`config.mk`:
```
export PLATFORM = sky130hd
export DESIGN_NAME = hsgf_ctrl
export DESIGN_NICKNAME = d
export VERILOG_FILES = /design/src/rtl/hsgf_pkg.sv /design/src/rtl/hsgf_ctrl.sv
export SDC_FILE = /design/constraint.sdc
export NUM_CORES = 1
export LEC_CHECK = 0
export BUFFER_PORTS_ARGS = -buffer_cell sky130_fd_sc_hd__buf_2
export CORE_MARGIN = 2
export CORE_UTILIZATION = 55
export CTS_BUF_LIST = sky130_fd_sc_hd__clkbuf_4 sky130_fd_sc_hd__clkbuf_8
export CTS_CLUSTER_SIZE = 12
export DETAILED_ROUTE_END_ITERATION = 10
export PLACE_DENSITY = 0.79
export SYNTH_ARGS = -nofsm -noshare
export SYNTH_HDL_FRONTEND = slang
export SYNTH_SLANG_ARGS = --single-unit
```
`constraint.sdc`:
```
create_clock -name clk -period 2.3 [get_ports clk]
set_input_delay 0.46 -clock clk [delete_from_list [all_inputs] [get_ports clk]]
set_output_delay 0.46 -clock clk [all_outputs]
set_load 0.01 [all_outputs]
```
`src/rtl/hsgf_pkg.sv`:
```
// Shared types, constants and tables for the haversine geofence lock.
// Used by hsgf_ctrl, hsgf_dp and haversine_geofence_lock_unit.
`timescale 1ns / 1ps
`default_nettype none
package hsgf_pkg;

  localparam logic [31:0] PI_Q30      = 32'd3373259426;
  localparam logic [31:0] GAIN_Q30    = 32'd652032874;
  localparam logic [31:0] Q_ONE       = 32'd1073741824;
  localparam logic [31:0] DEN_HALF    = 32'd3600000000;
  localparam logic [31:0] DEN_LAT     = 32'd1800000000;
  // both divisors are DIV_ODD << 10 and DIV_ODD << 9
  localparam logic [31:0] DIV_ODD     = 32'd3515625;
  localparam logic [31:0] DIV_RECIP   = 32'd2562047788;  // floor(2^53 / DIV_ODD)
  localparam logic [31:0] TWO_R_M     = 32'd12742000;
  localparam logic [24:0] ANTIPODAL_M = 25'd20015087;
  localparam logic [24:0] RADIUS_RST  = 25'd100;
  localparam logic [6:0]  SERVO_LOCK   = 7'd0;
  localparam logic [6:0]  SERVO_UNLOCK = 7'd90;
  localparam int          ATAN_LEN    = 48;
  localparam int          DIV_STEPS   = 5;
  localparam int          SQRT_STEPS  = 31;

  // configuration register indexes
  typedef enum logic [1:0] {
    REG_TARGET_LAT = 2'd0,
    REG_TARGET_LON = 2'd1,
    REG_RADIUS     = 2'd2
  } reg_idx_t;

  typedef enum logic [4:0] {
    OP_NOP, OP_LOAD, OP_MUL_RAD, OP_DIV_LD, OP_DIV_STEP, OP_ROT_LD, OP_ROT_STEP,
    OP_TRIG_MUL, OP_TRIG_ST, OP_CPROD, OP_TERM, OP_SUM, OP_SQA_LD, OP_SQ_STEP,
    OP_SQB_LD, OP_VEC_LD, OP_VEC_STEP, OP_DIST_MUL, OP_FINISH
  } op_t;

  typedef enum logic [4:0] {
    ST_IDLE, ST_MUL, ST_DIV_LD, ST_DIV, ST_ROT_LD, ST_ROT, ST_TMUL, ST_TST,
    ST_CPROD, ST_TERM, ST_SUM, ST_SQA_LD, ST_SQA, ST_SQB_LD, ST_SQB, ST_VEC_LD,
    ST_VEC, ST_DMUL, ST_FIN
  } state_t;

  typedef struct packed {
    op_t        op;
    logic [1:0] job;   // 0 lat half diff, 1 lon half diff, 2 fix lat, 3 target lat
    logic [5:0] iter;
  } cmd_t;

  function automatic logic [31:0] atan_q30(input logic [5:0] i);
    logic [31:0] r;
    case (i)
      6'd0:  r = 32'd843314857;
      6'd1:  r = 32'd497837829;
      6'd2:  r = 32'd263043837;
      6'd3:  r = 32'd133525159;
      6'd4:  r = 32'd67021687;
      6'd5:  r = 32'd33543516;
      6'd6:  r = 32'd16775851;
      6'd7:  r = 32'd8388437;
      6'd8:  r = 32'd4194283;
      6'd9:  r = 32'd2097149;
      default: r = (i <= 6'd30) ? (32'd1 << (6'd30 - i)) : 32'd0;
    endcase
    return r;
  endfunction

  function automatic logic signed [31:0] sat_lat(input logic signed [30:0] v);
    logic signed [31:0] w;
    w = 32'(v);
    if (w > 32'sd900000000) return 32'sd900000000;
    if (w < -32'sd900000000) return -32'sd900000000;
    return w;
  endfunction

  function automatic logic signed [31:0] sat_lon(input logic signed [31:0] v);
    if (v > 32'sd1800000000) return 32'sd1800000000;
    if (v < -32'sd1800000000) return -32'sd1800000000;
    return v;
  endfunction

endpackage
`default_nettype wire

```
`src/rtl/hsgf_ctrl.sv`:
```
// Sequencer for the geofence datapath: issues one command per cycle.
// Depends on hsgf_pkg.
`timescale 1ns / 1ps
`default_nettype none
module hsgf_ctrl #(
  parameter int ITERS = 32
) (
  input  wire              clk,
  input  wire              rst_n,
  input  wire              in_valid,
  output logic             in_stall,
  output logic             out_valid,
  input  wire              out_stall,
  output hsgf_pkg::cmd_t   cmd
);

  localparam logic [5:0] LAST_ROT  = 6'(ITERS - 1);
  localparam logic [5:0] LAST_DIV  = 6'(hsgf_pkg::DIV_STEPS - 1);
  localparam logic [5:0] LAST_SQRT = 6'(hsgf_pkg::SQRT_STEPS - 1);

  hsgf_pkg::state_t state_r, state_nxt;
  logic [5:0] cnt_r, cnt_nxt;
  logic [1:0] job_r, job_nxt;
  logic       out_valid_r, out_valid_nxt;
  logic       fin_go;

  assign fin_go = !out_valid_r || !out_stall;

  always_ff @(posedge clk) begin
    if (!rst_n) begin
      state_r     <= hsgf_pkg::ST_IDLE;
      cnt_r       <= '0;
      job_r       <= '0;
      out_valid_r <= 1'b0;
    end else begin
      state_r     <= state_nxt;
      cnt_r       <= cnt_nxt;
      job_r       <= job_nxt;
      out_valid_r <= out_valid_nxt;
    end
  end

  always_comb begin
    state_nxt = state_r;
    cnt_nxt   = cnt_r + 6'd1;
    job_nxt   = job_r;
    unique case (state_r)
      hsgf_pkg::ST_IDLE:   begin
        job_nxt = '0;
        if (in_valid) state_nxt = hsgf_pkg::ST_MUL;
      end
      hsgf_pkg::ST_MUL:    state_nxt = hsgf_pkg::ST_DIV_LD;
      hsgf_pkg::ST_DIV_LD: begin
        state_nxt = hsgf_pkg::ST_DIV;
        cnt_nxt   = '0;
      end
      hsgf_pkg::ST_DIV:    if (cnt_r == LAST_DIV) state_nxt = hsgf_pkg::ST_ROT_LD;
      hsgf_pkg::ST_ROT_LD: begin
        state_nxt = hsgf_pkg::ST_ROT;
        cnt_nxt   = '0;
      end
      hsgf_pkg::ST_ROT:    if (cnt_r == LAST_ROT) state_nxt = hsgf_pkg::ST_TMUL;
      hsgf_pkg::ST_TMUL:   state_nxt = hsgf_pkg::ST_TST;
      hsgf_pkg::ST_TST:    begin
        job_nxt   = job_r + 2'd1;
        state_nxt = (job_r == 2'd3) ? hsgf_pkg::ST_CPROD : hsgf_pkg::ST_MUL;
      end
      hsgf_pkg::ST_CPROD:  state_nxt = hsgf_pkg::ST_TERM;
      hsgf_pkg::ST_TERM:   state_nxt = hsgf_pkg::ST_SUM;
      hsgf_pkg::ST_SUM:    state_nxt = hsgf_pkg::ST_SQA_LD;
      hsgf_pkg::ST_SQA_LD: begin
        state_nxt = hsgf_pkg::ST_SQA;
        cnt_nxt   = '0;
      end
      hsgf_pkg::ST_SQA:    if (cnt_r == LAST_SQRT) state_nxt = hsgf_pkg::ST_SQB_LD;
      hsgf_pkg::ST_SQB_LD: begin
        state_nxt = hsgf_pkg::ST_SQB;
        cnt_nxt   = '0;
      end
      hsgf_pkg::ST_SQB:    if (cnt_r == LAST_SQRT) state_nxt = hsgf_pkg::ST_VEC_LD;
      hsgf_pkg::ST_VEC_LD: begin
        state_nxt = hsgf_pkg::ST_VEC;
        cnt_nxt   = '0;
      end
      hsgf_pkg::ST_VEC:    if (cnt_r == LAST_ROT) state_nxt = hsgf_pkg::ST_DMUL;
      hsgf_pkg::ST_DMUL:   state_nxt = hsgf_pkg::ST_FIN;
      hsgf_pkg::ST_FIN:    if (fin_go) state_nxt = hsgf_pkg::ST_IDLE;
      default:             state_nxt = hsgf_pkg::ST_IDLE;
    endcase
  end

  always_comb begin
    cmd.job  = job_r;
    cmd.iter = cnt_r;
    cmd.op   = hsgf_pkg::OP_NOP;
    out_valid_nxt = out_valid_r && out_stall;
    unique case (state_r)
      hsgf_pkg::ST_IDLE:   if (in_valid) cmd.op = hsgf_pkg::OP_LOAD;
      hsgf_pkg::ST_MUL:    cmd.op = hsgf_pkg::OP_MUL_RAD;
      hsgf_pkg::ST_DIV_LD: cmd.op = hsgf_pkg::OP_DIV_LD;
      hsgf_pkg::ST_DIV:    cmd.op = hsgf_pkg::OP_DIV_STEP;
      hsgf_pkg::ST_ROT_LD: cmd.op = hsgf_pkg::OP_ROT_LD;
      hsgf_pkg::ST_ROT:    cmd.op = hsgf_pkg::OP_ROT_STEP;
      hsgf_pkg::ST_TMUL:   cmd.op = hsgf_pkg::OP_TRIG_MUL;
      hsgf_pkg::ST_TST:    cmd.op = hsgf_pkg::OP_TRIG_ST;
      hsgf_pkg::ST_CPROD:  cmd.op = hsgf_pkg::OP_CPROD;
      hsgf_pkg::ST_TERM:   cmd.op = hsgf_pkg::OP_TERM;
      hsgf_pkg::ST_SUM:    cmd.op = hsgf_pkg::OP_SUM;
      hsgf_pkg::ST_SQA_LD: cmd.op = hsgf_pkg::OP_SQA_LD;
      hsgf_pkg::ST_SQA:    cmd.op = hsgf_pkg::OP_SQ_STEP;
      hsgf_pkg::ST_SQB_LD: cmd.op = hsgf_pkg::OP_SQB_LD;
      hsgf_pkg::ST_SQB:    cmd.op = hsgf_pkg::OP_SQ_STEP;
      hsgf_pkg::ST_VEC_LD: cmd.op = hsgf_pkg::OP_VEC_LD;
      hsgf_pkg::ST_VEC:    cmd.op = hsgf_pkg::OP_VEC_STEP;
      hsgf_pkg::ST_DMUL:   cmd.op = hsgf_pkg::OP_DIST_MUL;
      hsgf_pkg::ST_FIN:    if (fin_go) begin
        cmd.op        = hsgf_pkg::OP_FINISH;
        out_valid_nxt = 1'b1;
      end
      default:             cmd.op = hsgf_pkg::OP_NOP;
    endcase
  end

  assign in_stall  = (state_r != hsgf_pkg::ST_IDLE);
  assign out_valid = out_valid_r;

endmodule
`default_nettype wire

```
Word level (Yosys, flattened, before mapping)
Index checks and enable logic that the tools add are counted.
{ "word_totals": {"regBits": 14, "input_bits": 4, "out_inout_bits": 15, "elab_cells": 61} }
{ "op_classes": {"addsub": 2, "eq_ne": 29, "mux": 15, "bitwise_logic": 1, "n_reduce_logical": 10} }
{ "op_table": {"columns": ["op", "count"], "rows": [
  ["$pmux W5 S19", 1],
  ["$pmux W5 S18", 1],
  ["$eq A5 B4 Y1 const B", 8],
  ["$mux W5", 8],
  ["$eq A5 B3 Y1 const B", 4],
  ["$eq A5 B5 Y1 const B", 3],
  ["$ne A2 B2 Y1 const B", 7],
  ["$eq A6 B5 Y1 const B", 2],
  ["$eq A5 B2 Y1 const B", 2],
  ["$reduce_and A7 Y1", 1],
  ["$add A6 B1 Y6 const B", 1],
  ["$eq A6 B3 Y1 const B", 1],
  ["$reduce_or A6 Y1", 1],
  ["$eq A5 B1 Y1 const B", 1],
  ["$logic_not A5 Y1", 1],
  ["$reduce_bool A5 Y1", 1],
  ["$mux W4", 1],
  ["$pmux W2 S2", 1],
  ["$mux W1", 3],
  ["$add A2 B1 Y2 const B", 1],
  ["$eq A2 B2 Y1 const B", 1],
  ["$logic_not A1 Y1", 2],
  ["$reduce_bool A2 Y1", 1],
  ["$reduce_or A2 Y1", 1],
  ["other kinds (3)", 3]
]} }

Logic depth before layout (Yosys ltp)
Gate-level depths: netlist of run 1.
{ "depth": {"word_depth": 4, "depth_mapped": 7} }

Worst setup path after synthesis of run 1
OpenSTA, ideal clock, no wires.
{ "synth_timing": {"kind": "register to output", "start": "reg state_r[1]", "end": "out cmd[8] (netlist name)", "arrival_ns": 1.175, "path_slack_ns": 0.665, "path_stages_with_launch": 7, "path_buffers": 2, "path_cell_list": "dfxtp_1 buf_2 buf_2 nor3_1 nor2_1 a21oi_1 o21ai_0"} }
{ "synth_rtl": {"columns": ["item", "line", "source"], "rows": [
  ["start: declaration", "hsgf_ctrl.sv:21", "hsgf_pkg::state_t state_r, state_nxt;"],
  ["start signal: assignment", "hsgf_ctrl.sv:31", "state_r <= hsgf_pkg::ST_IDLE;"],
  ["start signal: assignment", "hsgf_ctrl.sv:36", "state_r <= state_nxt;"],
  ["end: declaration", "hsgf_ctrl.sv:14", "output hsgf_pkg::cmd_t cmd"]
]} }

==> impl_metrics.json, run 1 <==
{
  "h-tree-depth": 1,
  "cp_slowest_cell": "dfxtp_1",
  "grt_pass1_vias": 790,
  "slew_headroom_pct": 55.05,
  "dr.pass1.iters": 5,
  "via_per_inst": 5.712,
  "start_util_pct": 58.32,
  "synth.avg_cell_area_um2": 7.488,
  "met2_usage_pct": 34.17,
  "drive_above_1_share_pct": 20.69,
  "maxCapViolations": 0,
  "layout-area-overhead-vs-synth_pct": 11.31,
  "globalplace.congestion": 0.8322,
  "drt-wirelength-per-cell_um": 12.34,
  "cp_slowest_stage_delay_ps": 760,
  "clk_pin_slew_worst_paths_ps": 90,
  "grt_pass1_wl_um": 3408,
  "synth.area.top_cells": "dfxtp_1 28%, nor2_1 7.5%, nand2_1 5.7%",
  "hold_class": "reg -> reg",
  "ff2ff_path_depth": 5,
  "post-dp-hpwl_um": 1510,
  "regToRegSetupSlack_ps": 400,
  "grtUsageMet1_pct": 29.14,
  "grt_use_total_pct": 22.25,
  "arrival_ps": 1680,
  "fmax_ghz": 0.4682,
  "hold_violations": 0,
  "cts_resized": 0,
  "n_antenna_cell": 0,
  "synth.net_count": 141,
  "final_cell_mix": "20 x nor2_1, 18 x buf_2, 15 x nand2_1, 13 x dfxtp_1, 11 x a21oi_1",
  "period_needed_ps": 2136,
  "clock_path_buffers": 2,
  "p_total_w": 0.001065,
  "skew_ps": 4.565,
  "fin_nets": 154,
  "cts_setup_buffers": 0,
  "fp.dieW_um": 46.56,
  "synth_top_cell_area_share_pct": 28.14,
  "finalMaxSlewViolations": 0,
  "hold_start": "cnt_r[0]",
  "hold_depth": 1,
  "irDropWorstVdd_mv": 0.4450,
  "final_common_cell": "nor2_1",
  "die_h_um": 46.56,
  "cts-hold-fix-buffers": 0,
  "cts_tree": "done",
  "drcViolationCount": 0,
  "grt_setup_unrepaired": "no",
  "clkSinkCount": 14,
  "tightest_slew_ps": 673.3,
  "final_cells": 170,
  "synthCells": 133,
  "dp_cells": 166,
  "p_leak_nw": 0.4628,
  "synth.cell_area_um2": 996.0,
  "r2r_start": "state_r[1]",
  "ys_warn_count": 0,
  "cp-end-kind": "output port",
  "required_ps": 1840,
  "drt_iter0_drc": 22,
  "hold-path-endpoint": "cnt_r[0]",
  "critPathMaxFanout": 23,
  "cts-root-buf": "clkbuf_4",
  "grt.met3_usage_pct": 5.882,
  "r2r_end": "job_r[1]",
  "yosysSeqAreaShare_pct": 28.14,
  "final_util_pct": 64.91,
  "core_area_um2": 1708,
  "synth_cell_types": 35,
  "rows": 15,
  "die-area_um2": 2167,
  "fin_tns_setup_ps": 0,
  "antenna_found_initial": 0,
  "port_buffers": 18,
  "antenna_left": 0,
  "routed_wl_um": 2097,
  "yosys.area.top_type": "dfxtp_1",
  "cts_buffers": 3,
  "ios": 19,
  "place_ws_ps": 431.6,
  "power_density_nw_per_um2": 960.7,
  "critPathKind": "reg -> out",
  "worstPathCellList": "nand2_1, nor2_1, a211oi_1, buf_2",
  "grt_max_degree": 24,
  "final-setup-viol-count": 0,
  "timing.final.crit_share_pct": 92.86,
  "num_vias": 971,
  "insertion_delay_ps": 280,
  "gr-total-overflow": 0,
  "start_kind": "flip-flop",
  "top_usage_layer": "met2",
  "synth_seq_cells": 14,
  "status": "completed",
  "postLayoutSetupSlackWorst_ps": 164.1
}
## worst max path at each step
stage / cells past startpoint / start / slack, ps / to
finish: 4 / state_r[1] / 160 / cmd[10]
global route: 4 / state_r[0] / 3 / cmd[10]
CTS: 5 / state_r[4] / 110 / cmd[8]
detailed placement: 5 / state_r[4] / 430 / cmd[8]
global placement: 5 / state_r[4] / 450 / cmd[8]
floorplan: 6 / state_r[1] / 670 / cmd[8]
## worst max-delay path: cells and delay by family, from the launching register on
family                 cells  cell delay (ps)
AND/OR/NAND/NOR            2              380
buffers and inverters      1              160
flip-flops                 1              760
AO/OA/AOI/OAI              1               80
## layout make-up
cell class,instances,area [um^2]
Clock buffer,4,36.28
Fill cell,159,599.3
Inverter,4,15.01
Sequential cell,14,281.5
Multi-Input combinational cell,104,646.9
Timing Repair Buffer,19,97.59
Tap cell,25,31.28
## stage by stage
| stage | hold slack (ps) | instance area [um^2] |
|---|---|---|
| 2_1_floorplan | 479.8 | 996.0 |
| 3_3_place_gp | 460.1 | 1071 |
| 3_5_place_dp | 469.5 | 1071 |
| 4_1_cts | 489.5 | 1107 |
| 5_1_grt | 517.1 | 1109 |
| 6_report | 483.4 | 1109 |
## layer usage
metal / share of wire [%] / wire (um)
met5: 0 / 0
met4: 1.0 / 22
met3: 5.4 / 114
met2: 48 / 1010
met1: 45 / 950
## cell usage after synthesis
cell type	count
o22ai_1	1
a21boi_0	1
a31oi_1	1
ha_1	4
dfxtp_1	14
xor2_1	3
nor3b_1	3
nor4b_1	1
a21oi_1	11
xnor2_1	2
nand4_1	1
o31ai_4	1
nand3b_1	3
nor4_1	1
nor3_1	3
nand4b_1	1
and4b_4	1
mux2i_1	3
buf_2	10
or3_1	1
a32oi_1	1
a211oi_1	4
nor3_2	2
inv_1	4
or2_1	1
clkbuf_1	1
nand3_1	4
nor2b_1	3
o21ai_0	6
nand2_2	1
nand2_1	15
nor2_1	20
a2111oi_2	1
nand2b_1	3
mux2_1	1
## flip-flops by register name (all words and copies together), names as in the netlist
| register | count |
|---|---|
| cnt_r | 6 |
| job_r | 2 |
| out_valid | 1 |
| state_r | 5 |
## power breakdown
group          switching, W  total (W)  internal (W)
Clock             0.0000823   0.000179     0.0000964
Sequential         0.000123   0.000406      0.000283
Combinational      0.000264   0.000480      0.000216
## logic make-up after synthesis
kind of cell | synth area share [%]
compound gates | 18.09
xor+xnor | 4.398
fa+ha+maj | 5.025
buf+inv | 6.909
flops | 28.14
mux | 4.146
simple gates | 33.29
(Power assumes the default switching activity.)
==> run 2, diff against run 1 <==
CORE_UTILIZATION = 40   (was 55)
PLACE_DENSITY = not set   (was 0.79)
clock period = 1.79 ns   (was 2.3 ns; I/O delays follow)
==> impl_metrics.json, run 2 (synthesis gave the netlist of run 1 again) <==
{
  "fp.dieW_um": 53.90,
  "hold_class": "in -> reg",
  "clkSinkCount": 14,
  "grt_max_degree": 13,
  "cts-hold-fix-buffers": 0,
  "post-dp-hpwl_um": 1700,
  "fmax_ghz": 0.5823,
  "ios": 19,
  "antenna_left": 0,
  "place_ws_ps": 182.0,
  "cts_tree": "done",
  "core_area_um2": 2410,
  "drt_iter0_drc": 17,
  "critPathMaxFanout": 12,
  "clk_pin_slew_worst_paths_ps": 90,
  "routed_wl_um": 2335,
  "final_common_cell": "nor2_1",
  "largestRegisters": "cnt_r x6, state_r x5, job_r x2",
  "p_total_w": 0.001481,
  "slew_headroom_pct": 73.69,
  "critPathKind": "reg -> out",
  "layout-area-overhead-vs-synth_pct": 22.24,
  "clock_path_buffers": 2,
  "insertion_delay_ps": 300,
  "die-area_um2": 2905,
  "skew_ps": 7.610,
  "grt_pass1_vias": 792,
  "hold_slack_ps": 396.7,
  "hold_violations": 0,
  "fin_nets": 163,
  "port_buffers": 18,
  "final_cell_mix": "19 x nor2_1, 18 x buf_2, 15 x nand2_1, 11 x a21oi_1, 9 x dfxtp_1",
  "cts-root-buf": "clkbuf_4",
  "n_antenna_cell": 0,
  "required_ps": 1430,
  "drive_above_1_share_pct": 29.22,
  "postLayoutSetupSlackWorst_ps": 72.67,
  "start_kind": "flip-flop",
  "arrival_ps": 1360,
  "period_needed_ps": 1717,
  "final-setup-viol-count": 0,
  "antenna_found_initial": 0,
  "drcViolationCount": 0,
  "final_util_pct": 50.52,
  "dr.pass1.iters": 4,
  "cts_buffers": 3,
  "grt_use_total_pct": 17.59,
  "h-tree-depth": 1,
  "grt_pass1_wl_um": 3636,
  "cp-end-kind": "output port",
  "start_util_pct": 41.33,
  "via_per_inst": 5.288,
  "timing.final.crit_share_pct": 95.94,
  "grt_setup_unrepaired": "no",
  "drt-wirelength-per-cell_um": 12.69,
  "rows": 18,
  "maxCapViolations": 0,
  "tightest_slew_ps": 391.0,
  "finalMaxSlewViolations": 0,
  "largest-register": "cnt_r",
  "gr-total-overflow": 0,
  "irDropWorstVdd_mv": 0.7283,
  "fin_tns_setup_ps": 0,
  "globalplace.congestion": 0.8348,
  "status": "completed",
  "num_vias": 973,
  "p_leak_nw": 0.5206,
  "largest_reg_flops": 6,
  "power_density_nw_per_um2": 1217,
  "die_h_um": 53.90
}
-- run 2: per-layer routing --
metal | vias to the layer above | GRT usage [%] | wire length [um]
met5 | - | 0 | 0
met4 | 0 | 7.692 | 42
met3 | 5 | 3.333 | 100
met2 | 28 | 28.66 | 1082
met1 | 438 | 22.39 | 1109
li1 | 502 | - | -
-- run 2: power breakdown --
| group | internal [W] | switching [W] |
|---|---|---|
| Sequential | 0.000374 | 0.0000898 |
| Combinational | 0.000352 | 0.000427 |
| Clock | 0.000124 | 0.000115 |
-- run 2: repair_timing --
action / 4_1_cts / 5_1_grt
gates resized for setup: 7 / 7
setup buffers: 0 / 0
endpoints found under the setup margin: 4 / 3
-- run 2: through the flow --
step,cells,instance area (um^2)
floorplan,133,996.0
global placement,180,1145
detailed placement,180,1145
CTS,184,1196
global route,184,1217
finish,184,1217
-- run 2: worst max-delay path, cell delays in order, from the launching register on --
cell	delay [ps]
dfxtp_4	390
buf_6	150
nor3_2	150
nor2_1	50
a21oi_1	100
o21ai_0	80
buf_2	140
-- run 2: cell type report --
type | count | area (um^2)
Timing Repair Buffer | 28 | 172.7
Multi-Input combinational cell | 104 | 659.4
Tap cell | 30 | 37.54
Inverter | 4 | 15.01
Sequential cell | 14 | 296.5
Fill cell | 231 | 1192
Clock buffer | 4 | 36.28
-- run 2: path summary, 6_finish.rpt --
kind / startpoint / cells after the start / endpoint / slack, ps
max reg2reg: state_r[3] / 6 / state_r[4] / 230
min reg2reg: cnt_r[0] / 1 / cnt_r[0] / 480
min: out_stall / 3 / out_valid / 400
max: state_r[1] / 6 / cmd[8] / 70
==> run 3, diff against run 2 <==
clock period = 2 ns   (was 1.79 ns; I/O delays follow)
==> impl_metrics.json, run 3 (synthesis gave the netlist of run 1 again) <==
{
  "status": "completed",
  "critPathKind": "reg -> out",
  "worstPathCellList": "buf_4, a21oi_1, a211oi_1, buf_2",
  "r2r_end": "job_r[1]",
  "antenna_found_initial": 0,
  "clock_path_buffers": 2,
  "crit_end": "cmd[10]",
  "die_h_um": 53.90,
  "final_cell_mix": "20 x nor2_1, 18 x buf_2, 15 x nand2_1, 11 x a21oi_1, 9 x dfxtp_1",
  "n_antenna_cell": 0,
  "layout-area-overhead-vs-synth_pct": 17.71,
  "power_density_nw_per_um2": 1090,
  "tightest_slew_ps": 386.0,
  "globalplace.congestion": 0.7893,
  "largest-register": "cnt_r",
  "critPathMaxFanout": 14,
  "clk_pin_slew_worst_paths_ps": 90,
  "top_layer": "met4",
  "required_ps": 1600,
  "period_needed_ps": 1797,
  "hold_violations": 0,
  "timing.final.crit_share_pct": 89.86,
  "cts_buffers": 3,
  "drcViolationCount": 0,
  "clkSinkCount": 14,
  "p_total_w": 0.001277,
  "post-dp-hpwl_um": 1617,
  "crit_start": "state_r[1]",
  "insertion_delay_ps": 280,
  "fp.dieW_um": 53.90,
  "maxCapViolations": 0,
  "hold_depth": 3,
  "fin_tns_setup_ps": 0,
  "drt-wirelength-per-cell_um": 11.92,
  "drive_above_1_share_pct": 26.97,
  "ios": 19,
  "slew_headroom_pct": 74.03,
  "fmax_ghz": 0.5564,
  "start_kind": "flip-flop",
  "via_per_inst": 5.159,
  "skew_ps": 4.103,
  "die-area_um2": 2905,
  "final-setup-viol-count": 0,
  "largestRegisters": "cnt_r x6, state_r x5, job_r x2",
  "grt_use_total_pct": 16.50,
  "h-tree-depth": 1,
  "stdcell_area_um2": 1172,
  "ff2ff_path_depth": 6,
  "arrival_ps": 1400,
  "multi_input_area_um2": 646.9,
  "fin_nets": 161,
  "fillCellCount": 240,
  "antenna_left": 0,
  "grt_setup_unrepaired": "no",
  "cts_tree": "done",
  "grt_pass1_wl_um": 3546,
  "placed_area_um2": 1130,
  "m1WireLength_um": 1116,
  "port_buffers": 18,
  "wl_met2_um": 947,
  "cp-end-kind": "output port",
  "cp_slowest_stage_delay_ps": 470,
  "largest_reg_flops": 6,
  "p_leak_nw": 0.5016,
  "seq_area_um2": 286.5,
  "grt_max_degree": 15,
  "rows": 18,
  "finalMaxSlewViolations": 0,
  "r2r_start": "state_r[4]",
  "grt_pass1_vias": 814,
  "dr.pass1.iters": 3,
  "cts_setup_buffers": 0,
  "wl_met3_um": 84,
  "regToRegSetupSlack_ps": 430,
  "num_vias": 939,
  "routed_wl_um": 2170,
  "cp_slowest_cell": "dfxtp_2",
  "final_common_cell": "nor2_1",
  "gr-total-overflow": 0,
  "hold_class": "in -> reg",
  "core_area_um2": 2410,
  "cts-root-buf": "clkbuf_4",
  "irDropWorstVdd_mv": 0.5222,
  "start_util_pct": 41.33,
  "drt_iter0_drc": 10
}
[run 3: cell type report]
type                    count  share of cell area [%]
inverters                   4                   1.281
multi-input cells         104                   55.18
clock buffers               4                   3.095
well taps                  30                   3.202
flip-flops and latches     14                   24.44
repair buffers             26                   12.81
[run 3: critical path: cells and delay by family (launching register included)]
family / cells / cell delay [ps]
compound gates: 2 / 290
flops: 1 / 470
buf+inv: 2 / 360
[run 3: worst min path at each step]
stage	start	to
2_1_floorplan	cnt_r[0]	cnt_r[0]
5_1_grt	out_stall	out_valid
3_5_place_dp	cnt_r[0]	cnt_r[0]
3_3_place_gp	cnt_r[0]	cnt_r[0]
4_1_cts	out_stall	out_valid
6_report	out_stall	out_valid
[run 3: report_power, final]
| part | switching (W) | internal, W | total (W) |
|---|---|---|---|
| sequential | 0.000108 | 0.000332 | 0.000440 |
| clock | 0.0000996 | 0.000111 | 0.000210 |
| combinational | 0.000340 | 0.000287 | 0.000627 |
[run 3: routing by layer]
layer  up-vias  track usage (%)
met5         -                0
met4         0            6.410
met3         2            1.667
met2        15            25.41
met1       425            23.44
li1        497                -
[run 3: repair_timing]
item | CTS | global route
resized for setup | 0 | 5
hold buffers | 0 | 0
endpoints found under the setup margin | 0 | 4
[run 3: through the flow]
step	std cells	hold slack [ps]	utilization [%]	setup slack, ps
2_1_floorplan	133	479.8	-	425.2
3_5_place_dp	178	461.5	46.88	322.9
5_1_grt	182	451.7	48.65	100.7
4_1_cts	182	448.1	48.39	33.96
3_3_place_gp	178	461.9	46.88	323.6
6_report	182	448.3	48.65	202.9
